==> config.mk <==
export PLATFORM = sky130hd
export DESIGN_NAME = sigmoid_activation_fwd_bwd_unit
export DESIGN_NICKNAME = d
export VERILOG_FILES = /design/src/design/sigact_pkg.sv /design/src/design/sigact_interp.sv /design/src/design/sigact_deriv.sv /design/src/design/sigmoid_activation_fwd_bwd_unit.sv
export SDC_FILE = /design/constraint.sdc
export NUM_CORES = 2
export LEC_CHECK = 0
export ABC_AREA = 1
export BUFFER_PORTS_ARGS = -buffer_cell sky130_fd_sc_hd__buf_2
export CORE_AREA = 2 2 490 492
export CTS_CLUSTER_SIZE = 12
export DETAILED_ROUTE_END_ITERATION = 10
export DIE_AREA = 0 0 492 494
export GPL_TIMING_DRIVEN = 0
export SYNTH_ARGS = -nofsm -noshare
export SYNTH_HDL_FRONTEND = slang
export SYNTH_HIERARCHICAL = 1
export SYNTH_SLANG_ARGS = --single-unit
==> constraint.sdc <==
create_clock -name i_clk -period 16.55 [get_ports i_clk]
set_input_delay 0.8275 -clock i_clk [delete_from_list [all_inputs] [get_ports i_clk]]
set_output_delay 0.8275 -clock i_clk [all_outputs]
set_load 0.02 [all_outputs]
==> src/design/sigact_pkg.sv <==
// Shared types, command codes and the sigmoid breakpoint table.
package sigact_pkg;

    localparam int SEG_BITS = 5;
    localparam int SEGMENTS = 1 << SEG_BITS;
    localparam int IDX_W    = SEG_BITS + 1;

    // 1.0 in Q0.15
    localparam logic [15:0] ONE_Q15 = 16'd32768;

    typedef enum logic [1:0] {
        CMD_FWD  = 2'd0,
        CMD_BWD  = 2'd1,
        CMD_BWD2 = 2'd2,
        CMD_RFWD = 2'd3
    } t_cmd;

    // Per-stage load enables shared by the datapath blocks.
    typedef struct packed {
        logic a;
        logic b;
        logic c;
    } t_pipe_en;

    // sigmoid(x_k) in Q0.15 at x_k = -8 + 16k/SEGMENTS, k = 0..SEGMENTS
    localparam logic [14:0] SIG_TABLE [SEGMENTS+1] = '{
        15'd11,    15'd18,    15'd30,    15'd49,    15'd81,    15'd133,
        15'd219,   15'd360,   15'd589,   15'd961,   15'd1554,  15'd2486,
        15'd3906,  15'd5978,  15'd8813,  15'd12371, 15'd16384, 15'd20397,
        15'd23955, 15'd26790, 15'd28862, 15'd30282, 15'd31214, 15'd31807,
        15'd32179, 15'd32408, 15'd32549, 15'd32635, 15'd32687, 15'd32719,
        15'd32738, 15'd32750, 15'd32757
    };

endpackage

==> src/design/sigact_interp.sv <==
// Forward path: table lookup and linear interpolation over three stages.
module sigact_interp import sigact_pkg::*; (
    input  logic               i_clk,
    input  t_pipe_en           i_en,
    input  logic signed [15:0] i_x,
    output logic        [14:0] o_y
);

    logic [15:0]      u;
    logic [IDX_W-1:0] idx_lo;
    logic [IDX_W-1:0] idx_hi;
    logic [15:0]      frac;
    logic [14:0]      lo;
    logic [14:0]      hi;
    logic [15:0]      y_sum;

    logic [14:0] r_lo_a, r_diff_a, r_lo_b, r_y;
    logic [15:0] r_frac_a;
    logic [30:0] r_prod_b;

    // offset binary: u = x + 32768
    assign u      = {~i_x[15], i_x[14:0]};
    assign idx_lo = {1'b0, u[15 -: SEG_BITS]};
    assign idx_hi = idx_lo + IDX_W'(1);
    assign frac   = {u[15-SEG_BITS:0], {SEG_BITS{1'b0}}};
    assign lo     = SIG_TABLE[idx_lo];
    assign hi     = SIG_TABLE[idx_hi];

    always_ff @(posedge i_clk) begin
        if (i_en.a) begin
            r_lo_a   <= lo;
            r_diff_a <= (hi >= lo) ? (hi - lo) : 15'd0;
            r_frac_a <= frac;
        end
        if (i_en.b) begin
            r_lo_b   <= r_lo_a;
            r_prod_b <= {16'd0, r_diff_a} * {15'd0, r_frac_a};
        end
        if (i_en.c) begin
            r_y <= y_sum[14:0];
        end
    end

    // round the interpolation step half up
    assign y_sum = {1'b0, r_lo_b} + {1'b0, r_prod_b[30:16]} + {15'd0, r_prod_b[15]};
    assign o_y   = r_y;

endmodule

==> src/design/sigact_deriv.sv <==
// Derivative path: y*(1-y), its rounded square, and the product with g.
module sigact_deriv import sigact_pkg::*; (
    input  logic               i_clk,
    input  t_pipe_en           i_en,
    input  logic        [14:0] i_y,
    input  logic signed [15:0] i_g,
    input  logic               i_second,
    output logic signed [45:0] o_prod
);

    logic        [15:0] comp_y;
    logic        [30:0] d_full;
    logic        [27:0] d2;
    logic        [28:0] mult_sel;
    logic signed [29:0] mult_s;
    logic signed [45:0] prod;

    logic        [28:0] r_d_a, r_d_b;
    logic signed [15:0] r_g_a, r_g_b;
    logic               r_sec_a, r_sec_b;
    logic        [57:0] r_dd_b;
    logic signed [45:0] r_prod_c;

    assign comp_y = ONE_Q15 - {1'b0, i_y};
    assign d_full = {16'd0, i_y} * {15'd0, comp_y};

    always_ff @(posedge i_clk) begin
        if (i_en.a) begin
            r_d_a   <= d_full[28:0];
            r_g_a   <= i_g;
            r_sec_a <= i_second;
        end
        if (i_en.b) begin
            r_dd_b  <= r_d_a * r_d_a;
            r_d_b   <= r_d_a;
            r_g_b   <= r_g_a;
            r_sec_b <= r_sec_a;
        end
        if (i_en.c) begin
            r_prod_c <= prod;
        end
    end

    // bring d*d back to Q0.30, ties up
    assign d2       = r_dd_b[57:30] + {27'd0, r_dd_b[29]};
    assign mult_sel = r_sec_b ? {1'b0, d2} : r_d_b;
    assign mult_s   = {1'b0, mult_sel};
    assign prod     = r_g_b * mult_s;
    assign o_prod   = r_prod_c;

endmodule

==> src/design/sigmoid_activation_fwd_bwd_unit.sv <==
// Top level of the sigmoid forward/backward unit with stream handshakes.
// Throughput: one item per cycle while i_m_axis_tready holds; four register stages,
// each at most one multiplier deep, lie between an input transfer and its result
// (lookup and y*(1-y), products, final product, sum and clip).
// Reset (i_rst_n low, synchronous) clears only the stage valid bits; data holds.
// Each stage advances when it is empty or the stage after it advances.
module sigmoid_activation_fwd_bwd_unit import sigact_pkg::*; (
    input  logic        i_clk,
    input  logic        i_rst_n,
    // slave side
    input  logic        i_s_axis_tvalid,
    output logic        o_s_axis_tready,
    // tdata, low bit up: pre_activation[15:0], activation[30:16],
    // upstream_value[46:31], accumulator[62:47], zero pad[63]
    input  logic [63:0] i_s_axis_tdata,
    // tuser: command[1:0]
    input  logic [1:0]  i_s_axis_tuser,
    // master side
    output logic        o_m_axis_tvalid,
    input  logic        i_m_axis_tready,
    // tdata: result[15:0]
    output logic [15:0] o_m_axis_tdata,
    // tuser: saturated[0]
    output logic        o_m_axis_tuser
);

    // stage valid bits and ready chain
    logic     r_va, r_vb, r_vc, r_vd;
    logic     rdy_a, rdy_b, rdy_c, rdy_d;
    t_pipe_en en;

    // control and accumulator carried alongside the datapath
    t_cmd               in_cmd;
    t_cmd               r_cmd_a, r_cmd_b, r_cmd_c;
    logic signed [15:0] r_acc_a, r_acc_b, r_acc_c;

    logic        [14:0] fwd_y;
    logic signed [45:0] deriv_prod;

    // final stage
    logic signed [15:0] rnd_hi;
    logic signed [15:0] rnd_val;
    logic signed [17:0] acc_sum;
    logic        [15:0] n_result;
    logic               n_sat;
    logic        [15:0] r_result;
    logic               r_sat;

    assign rdy_d = !r_vd || i_m_axis_tready;
    assign rdy_c = !r_vc || rdy_d;
    assign rdy_b = !r_vb || rdy_c;
    assign rdy_a = !r_va || rdy_b;

    assign en.a = rdy_a;
    assign en.b = rdy_b;
    assign en.c = rdy_c;

    assign o_s_axis_tready = rdy_a;
    assign in_cmd          = t_cmd'(i_s_axis_tuser);

    always_ff @(posedge i_clk) begin
        if (!i_rst_n) begin
            r_va <= 1'b0;
            r_vb <= 1'b0;
            r_vc <= 1'b0;
            r_vd <= 1'b0;
        end else begin
            if (rdy_a) r_va <= i_s_axis_tvalid;
            if (rdy_b) r_vb <= r_va;
            if (rdy_c) r_vc <= r_vb;
            if (rdy_d) r_vd <= r_vc;
        end
    end

    // advance command and accumulator with their stage
    always_ff @(posedge i_clk) begin
        if (en.a) begin
            r_cmd_a <= in_cmd;
            r_acc_a <= i_s_axis_tdata[62:47];
        end
        if (en.b) begin
            r_cmd_b <= r_cmd_a;
            r_acc_b <= r_acc_a;
        end
        if (en.c) begin
            r_cmd_c <= r_cmd_b;
            r_acc_c <= r_acc_b;
        end
    end

    sigact_interp u_interp (
        .i_clk (i_clk),
        .i_en  (en),
        .i_x   (i_s_axis_tdata[15:0]),
        .o_y   (fwd_y)
    );

    sigact_deriv u_deriv (
        .i_clk    (i_clk),
        .i_en     (en),
        .i_y      (i_s_axis_tdata[30:16]),
        .i_g      (i_s_axis_tdata[46:31]),
        .i_second (in_cmd == CMD_BWD2),
        .o_prod   (deriv_prod)
    );

    // product back to Q4.12: shift right by 30, ties toward plus infinity
    assign rnd_hi  = deriv_prod[45:30];
    assign rnd_val = rnd_hi + {15'd0, deriv_prod[29]};
    assign acc_sum = 18'(r_acc_c) + 18'(rnd_val);

    always_comb begin
        n_result = 16'd0;
        n_sat    = 1'b0;
        unique case (r_cmd_c)
            CMD_FWD: begin
                n_result = {1'b0, fwd_y};
            end
            CMD_RFWD: begin
                n_result = rnd_val;
            end
            CMD_BWD, CMD_BWD2: begin
                if (acc_sum > 18'sd32767) begin
                    n_result = 16'h7fff;
                    n_sat    = 1'b1;
                end else if (acc_sum < -18'sd32768) begin
                    n_result = 16'h8000;
                    n_sat    = 1'b1;
                end else begin
                    n_result = acc_sum[15:0];
                end
            end
            default: begin
                n_result = 16'd0;
                n_sat    = 1'b0;
            end
        endcase
    end

    // output register: hold while the master side stalls
    always_ff @(posedge i_clk) begin
        if (rdy_d) begin
            r_result <= n_result;
            r_sat    <= n_sat;
        end
    end

    assign o_m_axis_tvalid = r_vd;
    assign o_m_axis_tdata  = r_result;
    assign o_m_axis_tuser  = r_sat;

    // an accepted transfer always occupies the first stage
    a_accept_lands: assert property (@(posedge i_clk) disable iff (!i_rst_n)
        i_s_axis_tvalid && o_s_axis_tready |=> r_va)
        else $error("accepted item missing from first stage");

    // a stalled last datapath stage keeps its item
    a_stage_c_holds: assert property (@(posedge i_clk) disable iff (!i_rst_n)
        r_vc && !rdy_d |=> r_vc && $stable(r_cmd_c) && $stable(r_acc_c))
        else $error("stage C item lost under stall");

    // a clipped result sits exactly at a range limit
    a_sat_at_limit: assert property (@(posedge i_clk) disable iff (!i_rst_n)
        o_m_axis_tvalid && o_m_axis_tuser |->
            (r_result == 16'h7fff || r_result == 16'h8000))
        else $error("saturated flag without clipped value");

endmodule
* Word level (Yosys, flattened, before mapping)
Memory sizes are Yosys's and may differ from the RTL's. Index checks and enable logic that the tools add are counted. W data, S select, Z words.
Cells by class: add/subtract/negate cells 8, reduce and logical (&&, ||, !) cells 10, bitwise logic cells 3, equality and inequality tests 4, mux-type cells 10, $lt $le $gt $ge 5, $mul 4
Operators by type and width (count):
- $mux W15 | 4
- $mul A29 B29 Y58 | 1
- $pmux W16 S3 | 1
- $mul A16 B30 Y46 | 1
- $mux W16 | 2
- $mul A15 B16 Y29 | 1
- $mux W29 | 1
- $add A28 B1 Y28 | 1
- $mul A15 B11 Y26 | 1
- $add A16 B16 Y17 | 1
- $gt A17 B16 Y1 const B | 1
- $lt A17 B16 Y1 const B | 1
- $add A16 B1 Y16 | 1
- $sub A16 B15 Y16 const A | 1
- $add A15 B1 Y15 | 1
- $add A15 B15 Y15 | 1
- $ge A15 B15 Y1 | 1
- $sub A15 B15 Y15 | 1
- $ge A7 B7 Y1 const B | 2
- $not A5 Y7 | 1
- $not A6 Y7 | 1
- $add A5 B1 Y6 const B | 1
- $eq A2 B2 Y1 const B | 3
- $logic_not A1 Y1 | 4
- other kinds (6) | 10
Storage, ports and cells: logic and storage cells 72, output and inout port bits 19, memories kept 2, bits in read-only memories 1920, flip-flop bits (word level) 373, input bits 70
Memory list:
- (no name shown) | depth 64, bits a word 15, read ports 1, clocked after memory_dff 0, wr ports 0, line sigact_interp.sv:27 | assign hi = SIG_TABLE[idx_hi];
- (no name shown) | depth 64, bits a word 15, read ports 1, clocked after memory_dff 0, wr ports 0, line sigact_interp.sv:26 | assign lo = SIG_TABLE[idx_lo];

* Logic depth before layout (Yosys ltp)
depth in word-level cells 7, gate-level depth with buffers 35, gate-level depth less buffers 34

* Cells and area by module
Netlist, hierarchy kept.
Modules (own cells, without submodules):
- sigact_deriv | instances 1, area an instance 55906.1 um^2, cells each 6946, seq. area each 5014.8 um^2
- sigact_interp | instances 1, area an instance 11174.5 um^2, cells each 1412, seq. area each 2612.5 um^2
- sigmoid_activation_fwd_bwd_unit | instances 1, area an instance 4012.6 um^2, cells each 436, seq. area each 2212.1 um^2

* Worst setup path after synthesis
OpenSTA, ideal clock, no wires.
kind input -> register, start input i_s_axis_tdata[17], end register u_deriv.r_d_a[24], data pin, data required time 16290 ps, slack 9455 ps, library setup time 260 ps, buffers on the path 2, stages on the path 29, arrival time 6835 ps, path through clkbuf_1 > inv_1 > ha_1 > nand3_1 > nor2_1 > nand3_1 > inv_1 > nand3_1 > nor3_1 > ha_1 > clkbuf_1 > inv_1 > nand2_1 > fa_1 > inv_1 > fa_1 > fa_1 > inv_1 > fa_1 > inv_1 > fa_1 > fa_1 > ha_1 > a21oi_1 > o21a_1 > o21ai_0 > nand2_1 > nand3_1 > xor2_1
On the way: cells in the longest elaborated chain, start to end 2
RTL lines:
- from (decl) | line sigmoid_activation_fwd_bwd_unit.sv:15 | input logic [63:0] i_s_axis_tdata,
- $sub A16 B15 Y16 | line sigact_deriv.sv:24 | assign comp_y = ONE_Q15 - {1'b0, i_y};
- $mul A15 B16 Y29 (*) | line sigact_deriv.sv:25 | assign d_full = {16'd0, i_y} * {15'd0, comp_y};
- named net u_deriv.d_full[24] | line sigact_deriv.sv:12 | logic [30:0] d_full;
- to (signal assigned) | line sigact_deriv.sv:29 | r_d_a <= d_full[28:0];
- to (decl) | line sigact_deriv.sv:18 | logic [28:0] r_d_a, r_d_b;
The timed path passes the listed nets; every way through them passes the cells marked *. A chain may end at the register's enable or synchronous reset.

* Final worst setup path
start register u_deriv.r_d_a[7], end register u_deriv.r_dd_b[29], data pin
On the way: cells in the longest elaborated chain, start to end 1
RTL lines:
- $mul A29 B29 Y58 | line sigact_deriv.sv:34 | r_dd_b <= r_d_a * r_d_a;
- to (signal assigned) | line sigact_deriv.sv:34
- to (decl) | line sigact_deriv.sv:21 | logic [57:0] r_dd_b;
Every way passes these cells.

==> impl_metrics.tcl <==
set metrics [dict create \
    cts_sinks 300 \
    rr_endpoint "u_deriv/r_dd_b[29]" \
    gr-total-overflow 0 \
    coreArea_um2 237000 \
    fin_setup_tns_ps 0 \
    path_common_cell "fa_1" \
    hold_viol 0 \
    crit_family "adder cells" \
    min_from "r_cmd_a[1]" \
    clk-insertion-delay-late_ps 570 \
    avgSynthCellArea_um2 8.02 \
    gp_congestion 0.951 \
    start_util_pct 29.5 \
    whs_endpoint "r_cmd_b[1]" \
    drive_above_1_share_pct 3.03 \
    period_minus_slack_ps 8990 \
    rsz0062_at_grt "false" \
    r2r_cells 26 \
    hpwl_um 177000 \
    finalClockSkew_ps 18.8 \
    status "completed" \
    via_per_inst 4.56 \
    grt_use_total_pct 17.5 \
    hp-class "register to register" \
    critPathCaptureType "register" \
    cp.arrival_ps 9300 \
    crit_buf_inv 9 \
    synthCells 8714 \
    drtPass1Iterations 5 \
    path_max_fanout 10 \
    tightest_slew_ps 1370 \
    nets 10900 \
    finalSetupViolCount 0 \
    whs_path_depth 0 \
    cts_tree "built" \
    detail-route-antenna-nets 0 \
    synth.cell_area_um2 69900 \
    vias 54900 \
    clk_path_buf_depth 3 \
    reg2reg_from "u_deriv/r_d_a[7]" \
    drcViolationCount 0 \
    fp.dieH_um 494 \
    die_w_um 492 \
    critPathLaunch "u_deriv/r_d_a[7]" \
    worst_setup_path_start_kind "register" \
    grt_max_degree 94 \
    cp_slowest_stage_delay_ps 900 \
    numCtsBuffers 36 \
    totalWireLength_um 211000 \
    ff2ff_setup_slack_ps 7560 \
    antenna_found_initial 8 \
    worst_path_max_delay_cell "clkbuf_1" \
    core.rowCount 179 \
    grt_pass1_vias 56900 \
    numPortBuffers 86 \
    drv_slew 0 \
    crit_type "register to register" \
    cts_resized 0 \
    io_pins 89 \
    grt_pass1_wl_um 329000 \
    syn2layout_area_growth_pct 8.16 \
    route.detailed.wl_per_inst_um 17.5 \
    holdBufCountCts 0 \
    cts_setup_buffers 0 \
    post-route-period-util_pct 54.3 \
    slew_headroom_pct 8.81 \
    htreeDepth 2 \
    drtIter0Drc 4901 \
    cap_viol_max_count 0 \
    die_area_um2 243000 \
    yosys_warnings 6 \
    required_ps 16860 \
    root_buffer "clkbuf_16" \
    timing.fmax_mhz 111 \
    path_clk_slew_ps 60 \
]
-- sequential cells by signal, summed over array words and instances, names as in the netlist, 17 cells and up --
register        flops
u_deriv/o_prod     17
u_deriv/r_d_a      29
u_deriv/r_d_b      29
u_deriv/r_dd_b     29
-- placed cells by master (no fill, tap or decap), types with 8 or more instances in the layout --
cell	n
nand2_2	17
clkinv_1	19
clkbuf_1	175
xor2_1	76
conb_1	13
o21bai_1	25
xnor2_1	32
clkbuf_16	36
edfxtp_1	296
a21boi_0	9
nand2_1	2169
nor2_1	615
nor4_1	8
inv_2	19
fa_1	1324
a21oi_1	243
buf_1	24
o21ai_0	98
nand3_1	239
nand3b_1	8
nand4_1	67
nand3_2	9
or2_2	23
ha_1	625
a21o_1	20
nor3_1	34
inv_1	2438
buf_2	101
o21ai_1	9
-- per-stage QoR --
step           cells  instance area [um2]  hold slack [ps]  setup slack (ps)  util, %
2_1_floorplan   8725                70000              400              9460        -
3_3_place_gp   12000                74400              401              7700     31.3
3_5_place_dp   12000                74400              405              7650     31.4
4_1_cts        12000                75600              401              7640     31.9
5_1_grt        12000                75600              411              7270     31.9
6_report       12000                75600              411              7560     31.9
-- worst max path at each step --
stage                              end  depth (start not counted)
floorplan            u_deriv/r_d_a[24]                         29
global placement    u_deriv/r_dd_b[29]                         26
detailed placement  u_deriv/r_dd_b[29]                         28
CTS                 u_deriv/r_dd_b[29]                         26
global route        u_deriv/r_dd_b[29]                         26
finish              u_deriv/r_dd_b[29]                         26
-- worst reg2reg max path: stages (launching register included) --
cell      delay, ps
edfxtp_1        680
clkbuf_1        840
clkbuf_1        900
nand2_1         260
fa_1            600
inv_1            60
fa_1            530
inv_1            60
fa_1            470
fa_1            590
inv_1            70
fa_1            550
fa_1            440
fa_1            490
inv_1            60
fa_1            520
inv_1            50
ha_1            320
nand2_1         110
nor2_1          190
inv_1            60
nor2_1          230
nand2_1          90
nand2_1          80
inv_1            40
nand2_1          70
xor2_1          390
-- per-layer routing --
layer  up-vias  track usage [%]  wire length [um]
met5         -                0                77
met4        12             5.38              7350
met3       388             2.92             16800
met2      1981             28.7             96800
met1     26800             23.5             89700
li1      25700                -                 -
-- cell type report --
| class | count | area (um2) |
|---|---|---|
| clock inverters | 17 | 210 |
| repair buffers | 89 | 505 |
| multi-input cells | 5733 | 50800 |
| inverters | 2476 | 9300 |
| clock buffers | 47 | 972 |
| well taps | 3167 | 3960 |
| diodes | 1 | 2.50 |
| plain buffers | 216 | 886 |
| fillers | 25500 | 162000 |
| flip-flops and latches | 300 | 8970 |
Power is left out: the tool's default activity adds up to more than one toggle a clock period on the data nets, which glitch-free logic cannot reach.
